$ cat config.mk
export PLATFORM = sky130hd
export DESIGN_NAME = websocket_frame_deframer_core
export DESIGN_NICKNAME = d
export VERILOG_FILES = /design/src/rtl/core/wsdf_pkg.sv /design/src/rtl/core/websocket_frame_deframer_core.sv
export SDC_FILE = /design/constraint.sdc
export NUM_CORES = 1
export LEC_CHECK = 0
export BUFFER_PORTS_ARGS = -buffer_cell sky130_fd_sc_hd__buf_2
export CAP_MARGIN = 20
export CORE_ASPECT_RATIO = 1.5
export CORE_MARGIN = 5
export CORE_UTILIZATION = 40
export DETAILED_ROUTE_END_ITERATION = 8
export PLACE_DENSITY = 0.56
export REMOVE_ABC_BUFFERS = 1
export SYNTH_ARGS = -nofsm -noshare
export SYNTH_HDL_FRONTEND = slang
export SYNTH_SLANG_ARGS = --single-unit
$ cat constraint.sdc
create_clock -name clk -period 9 [get_ports clk]
set_input_delay 0.45 -clock clk [delete_from_list [all_inputs] [get_ports clk]]
set_output_delay 0.45 -clock clk [all_outputs]
set_load 0.01 [all_outputs]
$ cat src/rtl/core/wsdf_pkg.sv
// websocket frame deframer package: parse phase, event, opcode and length codes, result record
// no dependencies

package wsdf_pkg;

	localparam int unsigned PHASE_W = 3;
	localparam int unsigned EVENT_W = 4;

	localparam logic [PHASE_W-1:0] PH_HDR0  = 3'd0;
	localparam logic [PHASE_W-1:0] PH_HDR1  = 3'd1;
	localparam logic [PHASE_W-1:0] PH_EXTHI = 3'd2;
	localparam logic [PHASE_W-1:0] PH_EXTLO = 3'd3;
	localparam logic [PHASE_W-1:0] PH_MASK  = 3'd4;
	localparam logic [PHASE_W-1:0] PH_DATA  = 3'd5;

	localparam logic [EVENT_W-1:0] EV_NONE     = 4'd0;
	localparam logic [EVENT_W-1:0] EV_TEXT     = 4'd1;
	localparam logic [EVENT_W-1:0] EV_BINARY   = 4'd2;
	localparam logic [EVENT_W-1:0] EV_FRAGMENT = 4'd3;
	localparam logic [EVENT_W-1:0] EV_PING     = 4'd4;
	localparam logic [EVENT_W-1:0] EV_PONG     = 4'd5;
	localparam logic [EVENT_W-1:0] EV_CLOSE    = 4'd6;
	localparam logic [EVENT_W-1:0] EV_BADOP    = 4'd7;
	localparam logic [EVENT_W-1:0] EV_BADLEN   = 4'd8;

	localparam logic [3:0] OP_CONT   = 4'h0;
	localparam logic [3:0] OP_TEXT   = 4'h1;
	localparam logic [3:0] OP_BINARY = 4'h2;
	localparam logic [3:0] OP_CLOSE  = 4'h8;
	localparam logic [3:0] OP_PING   = 4'h9;
	localparam logic [3:0] OP_PONG   = 4'hA;

	localparam logic [6:0] LEN_EXT16  = 7'd126;
	localparam logic [6:0] LEN_EXT64  = 7'h7F;

	typedef struct packed {
		logic               data_valid;
		logic [7:0]         data_byte;
		logic               frame_end;
		logic [EVENT_W-1:0] event_code;
		logic               is_closed;
	} result_t;

endpackage

$ cat src/rtl/core/websocket_frame_deframer_core.sv
// websocket frame deframer top level: header parser, payload unmasking, result register
// depends on wsdf_pkg

// Takes one received byte per cycle and gives at most one result per byte. Every
// byte is parsed in the cycle it is accepted and its result, if any, is registered in a
// single output register, so the block sustains one byte per clock; the only stall
// comes from a result still waiting in that output register while the downstream
// side holds m_axis_tready low. Header bytes that do not end a frame give no result.
// After a close frame or length code 127 every byte gives a result with only
// is_closed set, until reset.
module websocket_frame_deframer_core (
	input  logic       clk,
	input  logic       arst_n,
	input  logic       s_axis_tvalid,
	output logic       s_axis_tready,
	input  logic [7:0] s_axis_tdata,   // rx_byte
	output logic       m_axis_tvalid,
	input  logic       m_axis_tready,
	output logic [7:0] m_axis_tdata,   // data_byte
	output logic [5:0] m_axis_tuser,   // data_valid, event_code[3:0], is_closed
	output logic       m_axis_tlast    // frame_end
);

	logic [wsdf_pkg::PHASE_W-1:0] phase_q, phase_d;
	logic                         fin_q, fin_d;
	logic [3:0]                   opcode_q, opcode_d;
	logic                         masked_q, masked_d;
	logic [31:0]                  key_q, key_d;
	logic [15:0]                  len_q, len_d;
	logic [15:0]                  idx_q, idx_d;
	logic                         frag_bin_q, frag_bin_d;
	logic                         closed_q, closed_d;

	logic                         out_valid_q;
	wsdf_pkg::result_t            out_q;
	wsdf_pkg::result_t            res;
	logic                         res_valid;
	logic                         accept;

	assign s_axis_tready = !out_valid_q || m_axis_tready;
	assign accept        = s_axis_tvalid && s_axis_tready;

	always_comb begin
		logic [7:0]  b;
		logic [15:0] idx_inc;
		logic [7:0]  key_byte;
		logic        end_frame;
		logic        end_dv;
		logic [7:0]  end_db;
		logic        need_hdr_done;
		logic        need_after_len;
		logic [wsdf_pkg::EVENT_W-1:0] ev;

		b              = s_axis_tdata;
		idx_inc        = idx_q + 16'd1;
		key_byte       = key_q[{idx_q[1:0], 3'b000} +: 8];
		end_frame      = 1'b0;
		end_dv         = 1'b0;
		end_db         = 8'd0;
		need_hdr_done  = 1'b0;
		need_after_len = 1'b0;
		ev             = wsdf_pkg::EV_NONE;

		phase_d    = phase_q;
		fin_d      = fin_q;
		opcode_d   = opcode_q;
		masked_d   = masked_q;
		key_d      = key_q;
		len_d      = len_q;
		idx_d      = idx_q;
		frag_bin_d = frag_bin_q;
		closed_d   = closed_q;

		res_valid       = 1'b0;
		res.data_valid  = 1'b0;
		res.data_byte   = 8'd0;
		res.frame_end   = 1'b0;
		res.event_code  = wsdf_pkg::EV_NONE;
		res.is_closed   = closed_q;

		if (closed_q) begin
			res_valid = 1'b1;
		end else begin
			unique case (phase_q)
				wsdf_pkg::PH_HDR1: begin
					masked_d = b[7];
					if (b[6:0] == wsdf_pkg::LEN_EXT64) begin
						closed_d       = 1'b1;
						phase_d        = wsdf_pkg::PH_HDR0;
						res_valid      = 1'b1;
						res.frame_end  = 1'b1;
						res.event_code = wsdf_pkg::EV_BADLEN;
						res.is_closed  = 1'b1;
					end else if (b[6:0] == wsdf_pkg::LEN_EXT16) begin
						phase_d = wsdf_pkg::PH_EXTHI;
					end else begin
						len_d          = {9'd0, b[6:0]};
						need_after_len = 1'b1;
					end
				end
				wsdf_pkg::PH_EXTHI: begin
					len_d   = {b, 8'd0};
					phase_d = wsdf_pkg::PH_EXTLO;
				end
				wsdf_pkg::PH_EXTLO: begin
					len_d          = {len_q[15:8], b};
					need_after_len = 1'b1;
				end
				wsdf_pkg::PH_MASK: begin
					key_d[{idx_q[1:0], 3'b000} +: 8] = b;
					idx_d = idx_inc;
					if (idx_inc >= 16'd4) begin
						need_hdr_done = 1'b1;
					end
				end
				wsdf_pkg::PH_DATA: begin
					idx_d = idx_inc;
					if (idx_inc >= len_q) begin
						end_frame = 1'b1;
						end_dv    = 1'b1;
						end_db    = masked_q ? (b ^ key_byte) : b;
					end else begin
						res_valid      = 1'b1;
						res.data_valid = 1'b1;
						res.data_byte  = masked_q ? (b ^ key_byte) : b;
					end
				end
				default: begin
					fin_d    = b[7];
					opcode_d = b[3:0];
					phase_d  = wsdf_pkg::PH_HDR1;
				end
			endcase

			if (need_after_len) begin
				if (masked_d) begin
					key_d   = 32'd0;
					idx_d   = 16'd0;
					phase_d = wsdf_pkg::PH_MASK;
				end else begin
					need_hdr_done = 1'b1;
				end
			end

			if (need_hdr_done) begin
				idx_d = 16'd0;
				if (len_d == 16'd0) begin
					end_frame = 1'b1;
				end else begin
					phase_d = wsdf_pkg::PH_DATA;
				end
			end

			if (end_frame) begin
				case (opcode_q)
					wsdf_pkg::OP_CLOSE: begin
						ev       = wsdf_pkg::EV_CLOSE;
						closed_d = 1'b1;
					end
					wsdf_pkg::OP_PING: ev = wsdf_pkg::EV_PING;
					wsdf_pkg::OP_PONG: ev = wsdf_pkg::EV_PONG;
					wsdf_pkg::OP_TEXT: begin
						if (fin_q) begin
							ev = wsdf_pkg::EV_TEXT;
						end else begin
							ev         = wsdf_pkg::EV_FRAGMENT;
							frag_bin_d = 1'b0;
						end
					end
					wsdf_pkg::OP_BINARY: begin
						if (fin_q) begin
							ev = wsdf_pkg::EV_BINARY;
						end else begin
							ev         = wsdf_pkg::EV_FRAGMENT;
							frag_bin_d = 1'b1;
						end
					end
					wsdf_pkg::OP_CONT: begin
						if (!fin_q) begin
							ev = wsdf_pkg::EV_FRAGMENT;
						end else if (frag_bin_q) begin
							ev = wsdf_pkg::EV_BINARY;
						end else begin
							ev = wsdf_pkg::EV_TEXT;
						end
					end
					default: ev = wsdf_pkg::EV_BADOP;
				endcase
				phase_d        = wsdf_pkg::PH_HDR0;
				res_valid      = 1'b1;
				res.data_valid = end_dv;
				res.data_byte  = end_db;
				res.frame_end  = 1'b1;
				res.event_code = ev;
				res.is_closed  = closed_d;
			end
		end
	end

	always_ff @(posedge clk or negedge arst_n) begin
		if (!arst_n) begin
			phase_q    <= wsdf_pkg::PH_HDR0;
			fin_q      <= 1'b0;
			opcode_q   <= 4'd0;
			masked_q   <= 1'b0;
			key_q      <= 32'd0;
			len_q      <= 16'd0;
			idx_q      <= 16'd0;
			frag_bin_q <= 1'b0;
			closed_q   <= 1'b0;
		end else if (accept) begin
			phase_q    <= phase_d;
			fin_q      <= fin_d;
			opcode_q   <= opcode_d;
			masked_q   <= masked_d;
			key_q      <= key_d;
			len_q      <= len_d;
			idx_q      <= idx_d;
			frag_bin_q <= frag_bin_d;
			closed_q   <= closed_d;
		end
	end

	always_ff @(posedge clk or negedge arst_n) begin
		if (!arst_n) begin
			out_valid_q <= 1'b0;
		end else if (accept) begin
			out_valid_q <= res_valid;
		end else if (m_axis_tready) begin
			out_valid_q <= 1'b0;
		end
	end

	always_ff @(posedge clk) begin
		if (accept && res_valid) begin
			out_q <= res;
		end
	end

	assign m_axis_tvalid = out_valid_q;
	assign m_axis_tdata  = out_q.data_byte;
	assign m_axis_tuser  = {out_q.is_closed, out_q.event_code, out_q.data_valid};
	assign m_axis_tlast  = out_q.frame_end;

	// closed state is sticky until reset
	a_closed_sticky: assert property (@(posedge clk) disable iff (!arst_n)
		closed_q |=> closed_q)
		else $error("closed state left without reset");

	// a completed frame always carries an event, other results never do
	a_end_has_event: assert property (@(posedge clk) disable iff (!arst_n)
		m_axis_tvalid |-> (m_axis_tlast == (m_axis_tuser[4:1] != wsdf_pkg::EV_NONE)))
		else $error("frame end and event code disagree");

	// close and unsupported length results already show the closed flag
	a_close_flag: assert property (@(posedge clk) disable iff (!arst_n)
		m_axis_tvalid && (m_axis_tuser[4:1] == wsdf_pkg::EV_CLOSE ||
			m_axis_tuser[4:1] == wsdf_pkg::EV_BADLEN) |-> m_axis_tuser[5])
		else $error("closing event without closed flag");

	// payload bytes only come out of the data phase
	a_data_phase: assert property (@(posedge clk) disable iff (!arst_n)
		accept && res_valid && res.data_valid |-> phase_q == wsdf_pkg::PH_DATA)
		else $error("payload byte outside data phase");

endmodule
After elaboration in Yosys (flattened, before gate mapping)
Index checks and enable logic that the tools add are counted.
W data, S select, Z words.
{ "op_classes": {"magnitude_cmp": 2, "n_reduce_logical": 14, "n_eq_ne": 14, "shift": 3, "n_addsub": 2, "bitwise_logic": 3, "mux": 63} }
{ "op_table": {"columns": ["cell", "count"], "rows": [
  ["$mux W16", 7],
  ["$mux W32", 3],
  ["$pmux W16 S3", 1],
  ["$bwmux W32", 1],
  ["$shift A8 B7 Y32 const A", 1],
  ["$shiftx A32 B6 Y8", 1],
  ["$shiftx A8 B7 Y32", 1],
  ["$mux W1", 28],
  ["$mux W8", 3],
  ["$mux W3", 7],
  ["$mux W9", 2],
  ["$pmux W3 S6", 1],
  ["$add A16 B1 Y16 const B", 1],
  ["$ge A16 B16 Y1", 1],
  ["$ge A16 B3 Y1 const B", 1],
  ["$logic_not A16 Y1", 1],
  ["$mux W15", 1],
  ["$eq A7 B7 Y1 const B", 2],
  ["$eq A4 B4 Y1 const B", 3],
  ["$mux W6", 2],
  ["$pmux W3 S3", 1],
  ["$xor A8 B8 Y8", 1],
  ["$neg A5 Y7", 1],
  ["$eq A3 B2 Y1 const B", 2],
  ["19 further kinds", 28]
]} }
{ "totals": {"out_inout_bits": 17, "ff_bits": 91, "elab_cells": 116} }

Depth between registers and ports, before layout
{ "logic_depth": {"word_depth": 12, "depth_mapped": 15, "mapped_depth_nobuf": 14} }

Worst setup path after synthesis
No wires, ideal clock.
{ "synth_timing": {"path_type": "flip-flop to flip-flop", "startpoint": "register idx_q[0]", "endpoint": "register closed_q", "path_slack_ns": 6.051, "stages_incl_launch_ff": 13, "n_path_buf": 2, "synth_period_minus_slack_ns": 2.949, "t_required_ns": 8.882, "t_arrival_ns": 2.831, "cell_sequence": "dfrtp_1 > buf_4 > buf_1 > inv_1 > ha_1 > ha_1 > a21o_1 > a21oi_1 > o2111ai_1 > a31oi_1 > nor2_1 > or3_1 > a21o_1"} }
{ "synth_between": {"elab_chain_cells": 11, "word_cells_on_any_way": 15, "classes_between": "add/sub (1); order compare (2); mux (12)"} }
{ "synth_lines": {"columns": ["element", "line_no", "rtl"], "rows": [
  ["from (decl)", "websocket_frame_deframer_core.sv:30", "logic [15:0] idx_q, idx_d;"],
  ["from (signal assigned)", "websocket_frame_deframer_core.sv:218", "idx_q <= idx_d;"],
  ["$add A16 B1 Y16 *", "websocket_frame_deframer_core.sv:55", "idx_inc = idx_q + 16'd1;"],
  ["$ge A16 B3 Y1", "websocket_frame_deframer_core.sv:112", "if (idx_inc >= 16'd4) begin"],
  ["$mux W1", "websocket_frame_deframer_core.sv:112", null],
  ["$mux W1", "websocket_frame_deframer_core.sv:84", "unique case (phase_q)"],
  ["$mux W1", "websocket_frame_deframer_core.sv:136", "if (masked_d) begin"],
  ["$mux W1", "websocket_frame_deframer_core.sv:135", "if (need_after_len) begin"],
  ["$mux W1", "websocket_frame_deframer_core.sv:81", "if (closed_q) begin"],
  ["$mux W1 *", "websocket_frame_deframer_core.sv:145", "if (need_hdr_done) begin"],
  ["$mux W1 *", "websocket_frame_deframer_core.sv:81", null],
  ["$mux W1 *", "websocket_frame_deframer_core.sv:154", "if (end_frame) begin"],
  ["$mux W1 *", "websocket_frame_deframer_core.sv:81", null],
  ["to (signal assigned)", "websocket_frame_deframer_core.sv:220", "closed_q <= closed_d;"],
  ["to (decl)", "websocket_frame_deframer_core.sv:32", "logic closed_q, closed_d;"]
]} }
Mark *: on every way between the ends. The rest lies on a longest branch, timed or not. The select of a mux whose other input is x is not followed.
A chain may end at the register's enable or synchronous reset.

Worst setup path after layout
{ "layout_timing": {"startpoint": "register idx_q[0]", "endpoint": "register out_q (netlist bit m_axis_tuser[5]), data pin"} }
{ "layout_between": {"elab_chain_cells": 10, "word_cells_on_any_way": 14, "classes_between": "add/sub (1); order compare (2); mux (11)"} }
{ "layout_lines": {"columns": ["element", "line_no", "rtl"], "rows": [
  ["$add A16 B1 Y16 *", "websocket_frame_deframer_core.sv:55", null],
  ["$ge A16 B3 Y1", "websocket_frame_deframer_core.sv:112", null],
  ["$mux W1", "websocket_frame_deframer_core.sv:112", null],
  ["$mux W1", "websocket_frame_deframer_core.sv:84", null],
  ["$mux W1", "websocket_frame_deframer_core.sv:136", null],
  ["$mux W1", "websocket_frame_deframer_core.sv:135", null],
  ["$mux W1", "websocket_frame_deframer_core.sv:81", null],
  ["$mux W1 *", "websocket_frame_deframer_core.sv:145", null],
  ["$mux W1 *", "websocket_frame_deframer_core.sv:81", null],
  ["$mux W15 *", "websocket_frame_deframer_core.sv:154", null],
  ["to (signal assigned)", "websocket_frame_deframer_core.sv:236", "out_q <= res;"],
  ["to (decl)", "websocket_frame_deframer_core.sv:35", "wsdf_pkg::result_t out_q;"]
]} }
Marked as above.

==> flow_metrics.py <==
metrics = {
    "cts": {
        "cts_tree": "yes",
        "clockRootBuffer": "clkbuf_16",
        "clk-insertion-delay-late_ns": 0.35,
        "clock-sinks": 91,
        "numCtsBuffers": 9,
        "post_cts_buffers": 0,
        "htree_levels": 3,
        "path_clk_slew_ns": 0.07,
        "clk_path_buf_depth": 2,
    },
    "critical_path": {
        "cp_data_arrival_time_ns": 4.04,
        "cp_cell_sequence": "ha_1, and4_4, nand2_1, nor3_1, xor2_1, ha_1, a21o_1, a21o_1, a21oi_1, o21ai_0, a31oi_1, nor2_1, nor2_2, o21ai_0",
        "crit_path_start_kind": "flop",
        "critPathKind": "reg -> reg",
        "endpoint_kind": "flop",
        "worst-path-max-fanout": 19,
        "critPathSlowestCell": "dfrtp_1",
        "critPathTopFamily": "simple AND/OR/NAND/NOR gates",
        "slowest_delay_ns": 0.91,
        "required_ns": 9.09,
        "cp_num_buf_inv": 0,
    },
    "cells_and_area": {
        "fin_util": 0.4428,
        "final_cells": 762,
        "areaGrowthSynthToFinish_pct": 8.570,
        "final_cell_mix": "87 x nand2_1, 76 x dfrtp_1, 49 x a21oi_1",
        "layout-drive-gt1-share": 0.1400,
        "final_area_um2": 5992,
        "fill_cells": 1300,
        "multiInputGateArea_um2": 2835,
        "insertedDiodeCount": 0,
        "final_common_cell": "nand2_1",
        "seq_area_um2": 2352,
        "finalNetCount": 628,
    },
    "timing": {
        "worstMarginPinSlew_ns": 0.9608,
        "report.final.setup_viol": 0,
        "fin_crit_sh": 0.4383,
        "slew_headroom": 0.3545,
        "setup_tns_ns": 0,
        "setup_slack_ns": 5.055,
        "min_period_ns": 3.945,
        "slew_violations": 0,
        "rsz0062_at_grt": "false",
        "final-hold-violation-count": 0,
        "fmax_ghz": 0.2535,
        "hold_ws_ns": 0.3681,
        "fin_skew_ns": 0.008958,
    },
    "placement": {
        "preCtsSetupSlack_ns": 4.992,
        "placedCellCount": 743,
        "place.gp.congestion": 0.8784,
        "port_buffers": 28,
        "placed_area_um2": 5668,
        "dpl.hpwl_um": 10440,
    },
    "hold_path": {
        "min_path_type": "in -> reg",
    },
    "power_and_ir_drop": {
        "p_leak_nw": 2.616,
        "p_int_mw": 0.9090,
        "p_per_area_nw_per_um2": 252.6,
        "power_switching_mw": 0.6047,
        "ir_drop_v": 0.0001372,
        "switching_share": 0.3995,
        "power_mw": 1.514,
        "p_seq_frac": 0.421,
        "p_comb_frac": 0.337,
        "clkPwrFrac": 0.242,
    },
    "synth": {
        "synthTopCellsByArea": "dfrtp_1 34%, edfxtp_1 8.2%, nand2_1 5.9%",
        "ys_async_sr_fraction": 0.8352,
        "syn_avg_cell_area_um2": 9.338,
        "synth_edf_count": 15,
        "syn-cell-area_um2": 5519,
        "synth-warning-count": 0,
        "synthDistinctLibCells": 65,
        "synth_seq_area_share": 0.4262,
        "ys_ff_latch": 91,
        "synthFlopType": "dfrtp_1",
        "synth_top_area_share": 0.3446,
        "syn_inst": 591,
        "synth_area_leader_cell": "dfrtp_1",
    },
    "global_routing": {
        "overflow": 0,
        "grt_first_pass_wirelength_um": 23890,
        "grt_max_degree": 77,
        "track_usage": 0.1843,
        "grt_antenna_before_repair": 0,
        "grt_pass1_vias": 4527,
    },
    "status": {
        "status": "completed",
    },
    "die": {
        "coreArea_um2": 13530,
        "dieArea_um2": 16300,
        "num_rows": 52,
        "start_util": 0.4078,
        "pin_count": 29,
        "die_h_um": 153.9,
        "dieWidth_um": 105.9,
    },
    "drt": {
        "drc": 0,
        "vias_per_cell": 5.778,
        "drt_iter0_drc": 192,
        "routed_wl_um": 14490,
        "drtAntennaViolNets": 0,
        "dr.pass1.iters": 5,
        "post_drt_wl_per_cell_um": 19.02,
        "dr_total_vias": 4403,
    },
    "job": {
        "maxCapViolCount": 0,
    },
}
## logic make-up (layout without fill, tap and decap cells)
| kind of cell | Yosys count | count (layout) | synth area share |
|---|---|---|---|
| AND/OR/NAND/NOR | 246 | 246 | 0.2292 |
| AO/OA/AOI/OAI | 121 | 121 | 0.1467 |
| flip-flops | 91 | 91 | 0.4262 |
| buffers and inverters | 71 | 80 | 0.06098 |
| XOR/XNOR | 22 | 22 | 0.03491 |
| adder cells (fa/ha/maj) | 21 | 21 | 0.04761 |
| multiplexers | 19 | 19 | 0.05441 |
## layer usage
metal,GRT usage,vias up,part of all wire
met5,0,-,0
met4,0.06420,0,0.019
met3,0.02685,21,0.034
met2,0.3425,100,0.54
met1,0.2138,2176,0.40
li1,-,2106,-
## registers in the layout, indices dropped and copies added (netlist names), 3 cells and up
register	cells
key_q	32
m_axis_tuser	6
opcode_q	4
len_q	16
m_axis_tdata	8
idx_q	16
phase_q	3
## worst reg2reg max path: cells and delay by family, from the launching register on
family	cells	cell delay, ns
and+or+nand+nor	5	0.97
AOI/OAI and AO/OA	6	0.95
DFF	1	0.91
adders and majority gates	2	0.76
xor gates and xnor gates	1	0.12
## power groups by stage
| stage | clock (mW) | combinational [mW] | sequential (mW) |
|---|---|---|---|
| 6_report | 0.367 | 0.510 | 0.637 |
| 5_1_grt | 0.391 | 0.573 | 0.652 |
| 3_3_place_gp | 0 | 0.500 | 0.642 |
| 2_1_floorplan | 0 | 0.359 | 0.615 |
| 4_1_cts | 0.375 | 0.511 | 0.636 |
| 3_5_place_dp | 0 | 0.508 | 0.644 |
## synth_stat cells (3+ instances only)
master	count
a22o_1	14
o21ai_0	16
buf_6	5
nand2_1	87
nor2_1	33
nand2b_1	14
nand4_1	5
o221ai_1	3
o21a_1	3
a211oi_1	4
nor3_1	16
buf_1	3
buf_4	6
and3_1	4
mux2i_1	3
xor2_1	14
buf_2	8
and2_1	5
clkbuf_1	19
nor2b_1	3
edfxtp_1	15
or3_1	7
dfrtp_1	76
mux2_2	7
mux4_2	8
or2_2	4
ha_1	21
a21o_1	8
nor4_1	6
a21oi_1	49
nand3_1	43
o2111ai_1	3
xnor2_1	8
o211ai_1	3
inv_1	30
## final timing paths
kind,slack [ns],start,cells past startpoint,to
worst max-delay path,5.06,idx_q[0]$_DFFE_PN0P_,14,m_axis_tuser[5]$_SDFFCE_PP1P_
worst min-delay path,0.37,s_axis_tvalid,3,m_axis_tvalid$_DFFE_PN0P_
worst max register to register,5.06,idx_q[0]$_DFFE_PN0P_,14,m_axis_tuser[5]$_SDFFCE_PP1P_
worst min register to register,0.52,key_q[19]$_DFFE_PN0P_,2,key_q[19]$_DFFE_PN0P_
max in group asynchronous,7.98,arst_n,3,len_q[12]$_DFFE_PN0P_
min in group asynchronous,0.46,arst_n,2,key_q[1]$_DFFE_PN0P_
## timing repair
item                                   CTS  global route
endpoints found under the hold margin    0             5
resized for setup                        0             0
hold buffers                             0             1
## cell type report
cell class                 count  area share
inverter                      30     0.01879
clock inverter                 7    0.009397
multi-input combinational    429      0.4732
sequential                    91      0.3926
timing repair buffer          34     0.03466
clock buffer                   9     0.03759
tap                          162     0.03383
Power figures use the tool's default switching activity.
